File: config.mk
export PLATFORM = sky130hd
export DESIGN_NAME = steering_torque_pid
export DESIGN_NICKNAME = d
export VERILOG_FILES = /design/src/hdl/stp_pkg.sv /design/src/hdl/stp_csr.sv /design/src/hdl/stp_front.sv /design/src/hdl/stp_back.sv /design/src/hdl/steering_torque_pid.sv
export VERILOG_INCLUDE_DIRS = /design/src /design/src/hdl
export SDC_FILE = /design/constraint.sdc
export NUM_CORES = 2
export LEC_CHECK = 0
export BUFFER_PORTS_ARGS = -buffer_cell sky130_fd_sc_hd__buf_2
export CAP_MARGIN = 20
export CORE_ASPECT_RATIO = 1.4
export CORE_MARGIN = 2
export CORE_UTILIZATION = 67
export DETAILED_ROUTE_END_ITERATION = 8
export PLACE_DENSITY_LB_ADDON = 0.05
export SLEW_MARGIN = 0
export SYNTH_ARGS = -nofsm -noshare
export SYNTH_HDL_FRONTEND = slang
export SYNTH_SLANG_ARGS = --single-unit
File: constraint.sdc
create_clock -name clock -period 13.6 [get_ports clock]
set_input_delay 0.68 -clock clock [delete_from_list [all_inputs] [get_ports clock]]
set_output_delay 0.68 -clock clock [all_outputs]
set_load 0.02 [all_outputs]
File: src/hdl/steering_torque_pid_assert.svh
// ----------------------------------------------------------------------------
// steering_torque_pid_assert: assertion macros
// Concurrent assertion wrappers on clock; they compile away under synthesis.
// ----------------------------------------------------------------------------
`ifndef STEERING_TORQUE_PID_ASSERT_SVH
`define STEERING_TORQUE_PID_ASSERT_SVH
`ifndef SYNTHESIS
// checked outside reset
`define STP_ASSERT_CLK(label, prop, msg) \
   label: assert property (@(posedge clock) disable iff (reset) prop) \
      else $error(msg);
// checked on every edge, reset included
`define STP_ASSERT_ALWAYS(label, prop, msg) \
   label: assert property (@(posedge clock) prop) else $error(msg);
`else
`define STP_ASSERT_CLK(label, prop, msg)
`define STP_ASSERT_ALWAYS(label, prop, msg)
`endif
`endif

File: src/hdl/stp_pkg.sv
// ----------------------------------------------------------------------------
// stp_pkg: steering torque pid shared definitions
// Field widths, thresholds, path codes and the types passed between stages.
// ----------------------------------------------------------------------------
`timescale 1ns / 1ps
package stp_pkg;

   // default tuning
   localparam int SMALL_ERROR_DEF  = 100;
   localparam int ANGLE_OFFSET_DEF = 0;

   // field widths
   localparam int ANGLE_W    = 20;
   localparam int SPEED_W    = 12;
   localparam int GAIN_W     = 16;
   localparam int ILIM_W     = 23;
   localparam int TLIM_W     = 15;
   localparam int ERR_W      = 22;
   localparam int SUM_W      = 24;
   localparam int DERIV_W    = 23;
   localparam int TORQUE_W   = 16;
   localparam int PATH_W     = 3;
   localparam int PROD_W     = 42;
   localparam int FRAC_W     = 12;
   localparam int RAW_W      = PROD_W - FRAC_W;
   localparam int CSR_IDX_W  = 3;
   localparam int CSR_DATA_W = 23;
   localparam int REQ_DATA_W = 56;
   localparam int RSP_DATA_W = 24;

   // thresholds in field units
   localparam int STOP_SPEED  = 30;
   localparam int LAZY_SPEED  = 100;
   localparam int LAZY_ERROR  = 30;
   localparam int LAZY_CMD    = 300;
   localparam int LAZY_TORQUE = 160;

   typedef enum logic [PATH_W-1:0] {
      PATH_DISABLED = 3'd0,
      PATH_STOPPED  = 3'd1,
      PATH_LAZY     = 3'd2,
      PATH_STRICT   = 3'd3,
      PATH_NORMAL   = 3'd4
   } path_type;

   typedef enum logic [CSR_IDX_W-1:0] {
      CSR_GAIN_P        = 3'd0,
      CSR_GAIN_I        = 3'd1,
      CSR_GAIN_D        = 3'd2,
      CSR_STRICT_GAIN_P = 3'd3,
      CSR_STRICT_GAIN_I = 3'd4,
      CSR_STRICT_GAIN_D = 3'd5,
      CSR_INTEGRAL_LIM  = 3'd6,
      CSR_TORQUE_LIM    = 3'd7
   } csr_index_type;

   typedef struct packed {
      logic [GAIN_W-1:0] gain_p;
      logic [GAIN_W-1:0] gain_i;
      logic [GAIN_W-1:0] gain_d;
      logic [GAIN_W-1:0] strict_gain_p;
      logic [GAIN_W-1:0] strict_gain_i;
      logic [GAIN_W-1:0] strict_gain_d;
      logic [ILIM_W-1:0] integral_limit;
      logic [TLIM_W-1:0] torque_limit;
   } cfg_type;

   typedef struct packed {
      logic signed [ANGLE_W-1:0] measured_angle;
      logic signed [ANGLE_W-1:0] commanded_angle;
      logic [SPEED_W-1:0]        speed;
      logic                      program_mode;
   } sample_type;

   typedef struct packed {
      path_type                  path;
      logic                      lazy_pos;
      logic signed [ERR_W-1:0]   err;
      logic signed [SUM_W-1:0]   sum;
      logic signed [DERIV_W-1:0] deriv;
      logic [GAIN_W-1:0]         kp;
      logic [GAIN_W-1:0]         ki;
      logic [GAIN_W-1:0]         kd;
   } work_type;

endpackage

File: src/hdl/stp_csr.sv
// ----------------------------------------------------------------------------
// stp_csr: configuration registers
// Gains and limits, written through a plain indexed write port.
// ----------------------------------------------------------------------------
`timescale 1ns / 1ps
module stp_csr import stp_pkg::*; (
   input  logic                  clock,
   input  logic                  reset,
   input  logic                  csr_wr_en,
   input  logic [CSR_IDX_W-1:0]  csr_index,
   input  logic [CSR_DATA_W-1:0] csr_wdata,
   output cfg_type               cfg
);

   cfg_type cfg_ff;
   cfg_type cfg_in;

   // register write decode
   always_comb begin
      cfg_in = cfg_ff;
      if (csr_wr_en) begin
         case (csr_index_type'(csr_index))
            CSR_GAIN_P:        cfg_in.gain_p         = csr_wdata[GAIN_W-1:0];
            CSR_GAIN_I:        cfg_in.gain_i         = csr_wdata[GAIN_W-1:0];
            CSR_GAIN_D:        cfg_in.gain_d         = csr_wdata[GAIN_W-1:0];
            CSR_STRICT_GAIN_P: cfg_in.strict_gain_p  = csr_wdata[GAIN_W-1:0];
            CSR_STRICT_GAIN_I: cfg_in.strict_gain_i  = csr_wdata[GAIN_W-1:0];
            CSR_STRICT_GAIN_D: cfg_in.strict_gain_d  = csr_wdata[GAIN_W-1:0];
            CSR_INTEGRAL_LIM:  cfg_in.integral_limit = csr_wdata[ILIM_W-1:0];
            CSR_TORQUE_LIM:    cfg_in.torque_limit   = csr_wdata[TLIM_W-1:0];
            default:           cfg_in = cfg_ff;
         endcase
      end
   end

   always_ff @(posedge clock) begin
      if (reset) begin
         cfg_ff <= '0;
      end else begin
         cfg_ff <= cfg_in;
      end
   end

   assign cfg = cfg_ff;

endmodule

File: src/hdl/stp_front.sv
// ----------------------------------------------------------------------------
// stp_front: request register, error and integral state
// Registers the request, forms the error, updates the clamped integral and
// the previous error, and picks the path and gain set for the product stage.
// ----------------------------------------------------------------------------
`timescale 1ns / 1ps
`include "steering_torque_pid_assert.svh"
module stp_front import stp_pkg::*; #(
   parameter int SMALL_ERROR  = SMALL_ERROR_DEF,
   parameter int ANGLE_OFFSET = ANGLE_OFFSET_DEF
) (
   input  logic                  clock,
   input  logic                  reset,
   input  cfg_type               cfg,
   input  logic                  req_tvalid,
   output logic                  req_tready,
   input  logic [REQ_DATA_W-1:0] req_tdata,
   output logic                  work_valid,
   input  logic                  work_ready,
   output work_type              work
);

   localparam logic signed [ERR_W-1:0] OFFSET_C    = ERR_W'(ANGLE_OFFSET);
   localparam logic signed [ERR_W-1:0] SMALL_C     = ERR_W'(SMALL_ERROR);
   localparam logic signed [ERR_W-1:0] LAZY_ERR_C  = ERR_W'(LAZY_ERROR);
   localparam logic signed [ANGLE_W-1:0] LAZY_CMD_C = ANGLE_W'(LAZY_CMD);
   localparam logic [SPEED_W-1:0] STOP_SPEED_C     = SPEED_W'(STOP_SPEED);
   localparam logic [SPEED_W-1:0] LAZY_SPEED_C     = SPEED_W'(LAZY_SPEED);

   sample_type s0_ff, s0_in;
   logic       s0_valid_ff, s0_valid_in;
   work_type   s1_ff, s1_in;
   logic       s1_valid_ff, s1_valid_in;

   logic signed [SUM_W-1:0] sum_ff, sum_in;
   logic signed [ERR_W-1:0] last_err_ff, last_err_in;
   logic                    last_valid_ff, last_valid_in;

   logic                      s1_ready;
   logic                      adv;
   logic                      slow;
   logic signed [ERR_W-1:0]   err;
   logic signed [SUM_W:0]     sum_raw;
   logic signed [SUM_W:0]     lim_pos;
   logic signed [SUM_W:0]     lim_neg;
   logic signed [SUM_W-1:0]   sum_clamp;
   logic signed [DERIV_W-1:0] deriv;
   logic                      small_err;
   logic                      lazy;

   // pipeline flow
   assign s1_ready   = !s1_valid_ff || work_ready;
   assign adv        = s0_valid_ff && s1_ready;
   assign req_tready = !s0_valid_ff || s1_ready;

   // request register
   always_comb begin
      s0_in       = s0_ff;
      s0_valid_in = s0_valid_ff;
      if (req_tready) begin
         s0_valid_in = req_tvalid;
         s0_in.measured_angle  = req_tdata[ANGLE_W-1:0];
         s0_in.commanded_angle = req_tdata[2*ANGLE_W-1:ANGLE_W];
         s0_in.speed           = req_tdata[2*ANGLE_W+SPEED_W-1:2*ANGLE_W];
         s0_in.program_mode    = req_tdata[2*ANGLE_W+SPEED_W];
      end
   end

   // error, clamped integral and derivative
   always_comb begin
      slow    = s0_ff.speed < STOP_SPEED_C;
      err     = ERR_W'(s0_ff.commanded_angle) - ERR_W'(s0_ff.measured_angle) + OFFSET_C;
      sum_raw = (SUM_W+1)'(sum_ff) + (SUM_W+1)'(err);
      lim_pos = (SUM_W+1)'({1'b0, cfg.integral_limit});
      lim_neg = -lim_pos;
      if (sum_raw > lim_pos) begin
         sum_clamp = SUM_W'(lim_pos);
      end else if (sum_raw < lim_neg) begin
         sum_clamp = SUM_W'(lim_neg);
      end else begin
         sum_clamp = SUM_W'(sum_raw);
      end
      deriv     = last_valid_ff ? (DERIV_W'(err) - DERIV_W'(last_err_ff)) : '0;
      small_err = (err < SMALL_C) && (err > -SMALL_C);
      lazy      = (err < LAZY_ERR_C) && (err > -LAZY_ERR_C)
               && (s0_ff.commanded_angle < LAZY_CMD_C)
               && (s0_ff.commanded_angle > -LAZY_CMD_C)
               && (s0_ff.speed < LAZY_SPEED_C);
   end

   // path, gain selection and state update
   always_comb begin
      s1_in         = s1_ff;
      s1_valid_in   = s1_valid_ff;
      sum_in        = sum_ff;
      last_err_in   = last_err_ff;
      last_valid_in = last_valid_ff;
      if (s1_ready) begin
         s1_valid_in = s0_valid_ff;
      end
      if (adv) begin
         s1_in.err      = err;
         s1_in.deriv    = deriv;
         // strictly positive error: sign bit clear and not zero
         s1_in.lazy_pos = !err[ERR_W-1] && (err != '0);
         s1_in.kp       = small_err ? cfg.strict_gain_p : cfg.gain_p;
         s1_in.ki       = small_err ? cfg.strict_gain_i : cfg.gain_i;
         s1_in.kd       = small_err ? cfg.strict_gain_d : cfg.gain_d;
         s1_in.sum      = sum_clamp;
         if (!s0_ff.program_mode) begin
            s1_in.path = PATH_DISABLED;
            sum_in     = '0;
         end else if (slow) begin
            s1_in.path = PATH_STOPPED;
         end else begin
            if (lazy) begin
               s1_in.path = PATH_LAZY;
               sum_in     = '0;
            end else begin
               s1_in.path = small_err ? PATH_STRICT : PATH_NORMAL;
               sum_in     = sum_clamp;
            end
            last_err_in   = err;
            last_valid_in = 1'b1;
         end
      end
   end

   always_ff @(posedge clock) begin
      if (reset) begin
         s0_valid_ff   <= 1'b0;
         s1_valid_ff   <= 1'b0;
         sum_ff        <= '0;
         last_err_ff   <= '0;
         last_valid_ff <= 1'b0;
      end else begin
         s0_valid_ff   <= s0_valid_in;
         s1_valid_ff   <= s1_valid_in;
         sum_ff        <= sum_in;
         last_err_ff   <= last_err_in;
         last_valid_ff <= last_valid_in;
      end
   end

   // payload registers
   always_ff @(posedge clock) begin
      s0_ff <= s0_in;
      s1_ff <= s1_in;
   end

   assign work_valid = s1_valid_ff;
   assign work       = s1_ff;

   // manual mode empties the integral
   `STP_ASSERT_CLK(a_manual_clears_sum, (adv && !s0_ff.program_mode) |=> (sum_ff == '0), "manual request left integral set")
   // a stopped vehicle leaves the controller state alone
   `STP_ASSERT_CLK(a_stopped_holds, (adv && s0_ff.program_mode && slow) |=> ($stable(sum_ff) && $stable(last_err_ff) && $stable(last_valid_ff)), "stopped request changed state")
   // the lazy case drops the integral
   `STP_ASSERT_CLK(a_lazy_clears_sum, (adv && s0_ff.program_mode && !slow && lazy) |=> (sum_ff == '0), "lazy request left integral set")

endmodule

File: src/hdl/stp_back.sv
// ----------------------------------------------------------------------------
// stp_back: gain products, torque clip and response register
// Multiplies error, integral and derivative by the chosen gains, scales,
// clips to the torque limit and holds the response until it is taken.
// ----------------------------------------------------------------------------
`timescale 1ns / 1ps
`include "steering_torque_pid_assert.svh"
module stp_back import stp_pkg::*; (
   input  logic                  clock,
   input  logic                  reset,
   input  cfg_type               cfg,
   input  logic                  work_valid,
   output logic                  work_ready,
   input  work_type              work,
   output logic                  rsp_tvalid,
   input  logic                  rsp_tready,
   output logic [RSP_DATA_W-1:0] rsp_tdata
);

   localparam logic signed [RAW_W-1:0] LAZY_C = RAW_W'(LAZY_TORQUE);

   logic                       rsp_valid_ff, rsp_valid_in;
   logic signed [TORQUE_W-1:0] torque_ff, torque_in;
   path_type                   path_ff, path_in;
   logic                       clipped_ff, clipped_in;

   logic signed [GAIN_W:0]   kp_s, ki_s, kd_s;
   logic signed [PROD_W-1:0] prod_p, prod_i, prod_d, total;
   logic signed [RAW_W-1:0]  raw;
   logic signed [RAW_W-1:0]  lim_pos, lim_neg;

   assign work_ready = !rsp_valid_ff || rsp_tready;

   // weighted sum, floor-scaled by 4096
   always_comb begin
      kp_s   = {1'b0, work.kp};
      ki_s   = {1'b0, work.ki};
      kd_s   = {1'b0, work.kd};
      prod_p = PROD_W'(work.err) * PROD_W'(kp_s);
      prod_i = PROD_W'(work.sum) * PROD_W'(ki_s);
      prod_d = PROD_W'(work.deriv) * PROD_W'(kd_s);
      total  = prod_p + prod_i + prod_d;
      if (work.path == PATH_LAZY) begin
         raw = work.lazy_pos ? LAZY_C : -LAZY_C;
      end else begin
         raw = RAW_W'(total >>> FRAC_W);
      end
      lim_pos = RAW_W'({1'b0, cfg.torque_limit});
      lim_neg = -lim_pos;
   end

   // clip and response register load
   always_comb begin
      rsp_valid_in = rsp_valid_ff;
      torque_in    = torque_ff;
      path_in      = path_ff;
      clipped_in   = clipped_ff;
      if (work_ready) begin
         rsp_valid_in = work_valid;
         path_in      = work.path;
         case (work.path)
            PATH_DISABLED, PATH_STOPPED: begin
               torque_in  = '0;
               clipped_in = 1'b0;
            end
            default: begin
               if (raw > lim_pos) begin
                  torque_in  = TORQUE_W'(lim_pos);
                  clipped_in = 1'b1;
               end else if (raw < lim_neg) begin
                  torque_in  = TORQUE_W'(lim_neg);
                  clipped_in = 1'b1;
               end else begin
                  torque_in  = TORQUE_W'(raw);
                  clipped_in = 1'b0;
               end
            end
         endcase
      end
   end

   always_ff @(posedge clock) begin
      if (reset) begin
         rsp_valid_ff <= 1'b0;
      end else begin
         rsp_valid_ff <= rsp_valid_in;
      end
   end

   always_ff @(posedge clock) begin
      torque_ff  <= torque_in;
      path_ff    <= path_in;
      clipped_ff <= clipped_in;
   end

   assign rsp_tvalid = rsp_valid_ff;
   assign rsp_tdata  = {{(RSP_DATA_W-TORQUE_W-PATH_W-1){1'b0}}, clipped_ff, path_ff, torque_ff};

   // a clipped torque sits exactly on the limit
   `STP_ASSERT_CLK(a_clip_on_limit, (rsp_valid_ff && clipped_ff) |-> ((torque_ff == TORQUE_W'({1'b0, cfg.torque_limit})) || (torque_ff == -TORQUE_W'({1'b0, cfg.torque_limit}))), "clipped torque off the limit")
   // disabled and stopped give no torque
   `STP_ASSERT_CLK(a_idle_paths_zero, (rsp_valid_ff && ((path_ff == PATH_DISABLED) || (path_ff == PATH_STOPPED))) |-> ((torque_ff == '0) && !clipped_ff), "torque on an idle path")
   // reset drops any pending response
   `STP_ASSERT_ALWAYS(a_reset_empties, reset |=> !rsp_valid_ff, "response valid after reset")

endmodule

File: src/hdl/steering_torque_pid.sv
// A request passes the request register, the work register and the response register.
// Throughput: one request per cycle while responses are taken; three gain products feed one adder and clip.
// The integral and previous error update at most once per request, in the front stage.
// Reset (synchronous) clears the state, the gains and limits and all valid bits.
// There is no clearing pass; the block takes requests right after reset.
// ----------------------------------------------------------------------------
// steering_torque_pid: steering torque pid controller with anti-windup clamp
// Error, clamped integral and derivative, gain products, torque clip.
// ----------------------------------------------------------------------------
`timescale 1ns / 1ps
module steering_torque_pid import stp_pkg::*; #(
   parameter int SMALL_ERROR  = SMALL_ERROR_DEF,
   parameter int ANGLE_OFFSET = ANGLE_OFFSET_DEF
) (
   input  logic                  clock,
   input  logic                  reset,
   input  logic                  csr_wr_en,
   input  logic [CSR_IDX_W-1:0]  csr_index,
   input  logic [CSR_DATA_W-1:0] csr_wdata,
   input  logic                  req_tvalid,
   output logic                  req_tready,
   // measured_angle, commanded_angle, speed, program_mode, zero fill
   input  logic [REQ_DATA_W-1:0] req_tdata,
   output logic                  rsp_tvalid,
   input  logic                  rsp_tready,
   // torque, path_taken, clipped, zero fill
   output logic [RSP_DATA_W-1:0] rsp_tdata
);

   cfg_type  cfg;
   work_type work;
   logic     work_valid;
   logic     work_ready;

   // configuration registers
   stp_csr u_csr (
      .clock     (clock),
      .reset     (reset),
      .csr_wr_en (csr_wr_en),
      .csr_index (csr_index),
      .csr_wdata (csr_wdata),
      .cfg       (cfg)
   );

   // error and integral stage
   stp_front #(
      .SMALL_ERROR  (SMALL_ERROR),
      .ANGLE_OFFSET (ANGLE_OFFSET)
   ) u_front (
      .clock      (clock),
      .reset      (reset),
      .cfg        (cfg),
      .req_tvalid (req_tvalid),
      .req_tready (req_tready),
      .req_tdata  (req_tdata),
      .work_valid (work_valid),
      .work_ready (work_ready),
      .work       (work)
   );

   // product and clip stage
   stp_back u_back (
      .clock      (clock),
      .reset      (reset),
      .cfg        (cfg),
      .work_valid (work_valid),
      .work_ready (work_ready),
      .work       (work),
      .rsp_tvalid (rsp_tvalid),
      .rsp_tready (rsp_tready),
      .rsp_tdata  (rsp_tdata)
   );

endmodule

==> flow_summary.toml <==
[timing]
worstMarginPinSlew_ns = 1.20
rsz0062_at_grt = "no"
period_needed_ns = 12.87
timing.final.hold_violations = 0
skew_ns = 0.0361
max_freq_ghz = 0.0777
final.period_utilization_pct = 94.6
setup_viol_count_final = 0
totalNegativeSetupSlack_ns = 0
slew_viol_final = 0
timing.slew.headroom_pct = 19.9

[route]
vias = 47100
drt_first_iter_violations = 2971
detail_route.wl_per_cell_microns = 20.2
via_to_cell_ratio = 5.79
route.detailed.drc = 0
detail-route-antenna-nets = 0
detail_route.first_pass.iterations = 5
finalWirelength_microns = 165000

[floorplan]
die_width_microns = 262
placement_rows = 132
initial_utilization_pct = 67.5
boundaryPins = 113
design.core.area_sq_mm = 0.0923
dieHeight_microns = 365
dieArea_sq_mm = 0.0956

[clocking]
cts-resized-gates = 0
clock_tree.root_cell = "sky130_fd_sc_hd__clkbuf_16"
clock_insertion_delay_worst_skew_ns = 0.61
numCtsBuffers = 37
clock_sink_count = 374
clk_path_buf_depth = 3
tritoncts = "done"
path_clk_slew_ns = 0.07
cts-htree-levels = 2
cts_hold_bufs = 0

[global_routing]
first_global_vias = 49300
antenna_found_initial = 1
grt_pass1_wl_microns = 263000
grt_max_degree = 104
gr-total-overflow = 0
grt_usage_pct = 35.9

[synth]
syn_avg_cell_area_sq_um = 8.95
yosys_most_used_dff = "sky130_fd_sc_hd__edfxtp_1"
count_leader_synth = "sky130_fd_sc_hd__inv_1"
sequential_cell_area_fraction_in_the_yosys_report_pct = 15.1
yosys.area.top_type_share_pct = 35.6
yosys_warnings = 0
synth.top_cells.by_area = "sky130_fd_sc_hd__fa_1 (36%), sky130_fd_sc_hd__ha_1 (9.9%), sky130_fd_sc_hd__edfxtp_1 (9.2%)"
synthDominantAreaCellType = "sky130_fd_sc_hd__fa_1"
synth_cell_types = 86
yosys_register_bits = 374
postSynthCellCount = 6965
synth-edff-count = 191
post_synth_instance_area_sq_mm = 0.0624
yosys-top-cells-count = "sky130_fd_sc_hd__inv_1 (1473), sky130_fd_sc_hd__fa_1 (1108), sky130_fd_sc_hd__nand2_1 (1060)"
proportion_of_synthesized_flip_flops_having_asynchronous_set_or_reset_pct = 0

[worst_setup_path]
r2r_start = "u_front.work[3]"
critPathSlowestCell = "sky130_fd_sc_hd__edfxtp_1"
critPathCaptureType = "register"
worstRegToRegCells = 42
worst_setup_path_endpoint = "u_back.torque_ff[13]"
startpoint_class_of_the_critical_path = "register"
top_cell_by_count_worst_path = "sky130_fd_sc_hd__fa_1"
critical_path_arrival_ns = 13.25
regToRegEndpoint = "u_back.torque_ff[13]"
timing_worst_setup_path_type = "register to register"
r2r_setup_slack_ns = 0.73
cpPeakStageDelay_ns = 1.06
setup_crit_start = "u_front.work[3]"
path_max_fanout = 27
worst-endpoint-required_ns = 13.99

[run]
cap_viol_max_count = 0

[finish]
layout.nets = 8592
drive_above_1_share_pct = 4.76
area.growth.synth_to_final_pct = 4.52

[min_path]
hold_path_class = "input pin to register"

[status]
status = "finished clean"

[placed_design]
place.port_buffers = 104
gp_congestion = 0.949
dpl.hpwl_microns = 132000
registers in the layout, summed over array words and instances, names as in the netlist, 3 cells and up:
name / flops
u_front.sum_ff: 24
u_back.path_ff: 3
u_front.last_err_ff: 21
u_front.work: 119
u_front.s0_ff: 52
u_csr.cfg: 134
u_back.torque_ff: 16
per-stage QoR:
stage / instances / utilization (%) / area (sq um) / hold slack [ns] / worst slack, ns
after floorplan: 6968 / - / 62400 / 0.432 / 2.19
after global placement: 8065 / 69.1 / 63800 / 0.438 / 0.905
after detailed placement: 8065 / 69.1 / 63800 / 0.443 / 0.783
after CTS: 8132 / 70.5 / 65100 / 0.225 / 0.717
after global routing: 8140 / 70.6 / 65200 / 0.232 / 0.00603
final: 8141 / 70.6 / 65200 / 0.249 / 0.735
worst min-delay path by stage:
stage	end	from	cells past startpoint	slack, ns
6_report	u_front.s0_ff[32]	req_tdata[39]	1	0.25
5_1_grt	u_front.s0_ff[18]	req_tdata[25]	1	0.23
4_1_cts	u_front.s0_ff[32]	req_tdata[39]	1	0.22
3_5_place_dp	u_csr.cfg[94]	u_csr.cfg[94]	2	0.44
3_3_place_gp	u_csr.cfg[117]	u_csr.cfg[117]	2	0.44
2_1_floorplan	u_front.sum_ff[12]	u_front.sum_ff[12]	2	0.43
metal layers:
layer	wire length [microns]	vias up	track usage, %
met2	82700	1528	62.0
met3	9600	371	4.02
li1	-	21400	-
met1	62800	23800	44.9
met4	9440	0	17.3
met5	0	-	0
what timing repair did:
item / in CTS / in global routing
setup endpoints to repair: 0 / 1
hold endpoints to repair: 0 / 0
buffers inserted: 0 / 5
logic make-up after synthesis:
family                   count (synthesis)  synth area share [%]
other                                    1               0.00601
flip-flops                             374                  15.1
multiplexers                            55                 0.983
XOR/XNOR                               229                  3.23
buffers and inverters                 1755                  10.6
AND/OR/NAND/NOR                       2044                  15.5
AO/OA/AOI/OAI                          908                  9.18
adder cells (fa/ha/maj)               1599                  45.4
layout make-up:
cell class,instances,area (sq um)
fill,7362,27100
clock inverter,22,254
tap,1206,1510
multi-input combinational,4839,46400
inverter,1473,5530
sequential,374,9400
clock buffer,45,1000
antenna,1,2.50
timing repair buffer,181,1130
critical path, delay by kind of cell, from the launching register on:
family	cells	cell delay (ns)
buf+inv	6	0.58
xor+xnor	2	0.30
fa+ha+maj	10	4.73
compound gates	14	3.78
simple gates	10	2.20
flops	1	1.06
layout by cell type, fill, tap and decap left out, drive strengths merged, types with 86 or more instances in the layout:
cell | Yosys | routed
edfxtp | 191 | 191
dfxtp | 183 | 183
inv | 1473 | 1478
buf | 18 | 180
o21ai | 122 | 122
nand2 | 1061 | 1061
a21oi | 371 | 371
nor2 | 181 | 181
ha | 491 | 491
a21o | 95 | 95
and2 | 482 | 482
xnor2 | 143 | 143
xor2 | 86 | 86
fa | 1108 | 1108
Power is not shown: default switching activity piles up to over one toggle a cycle in this logic, so the estimate is an artifact.
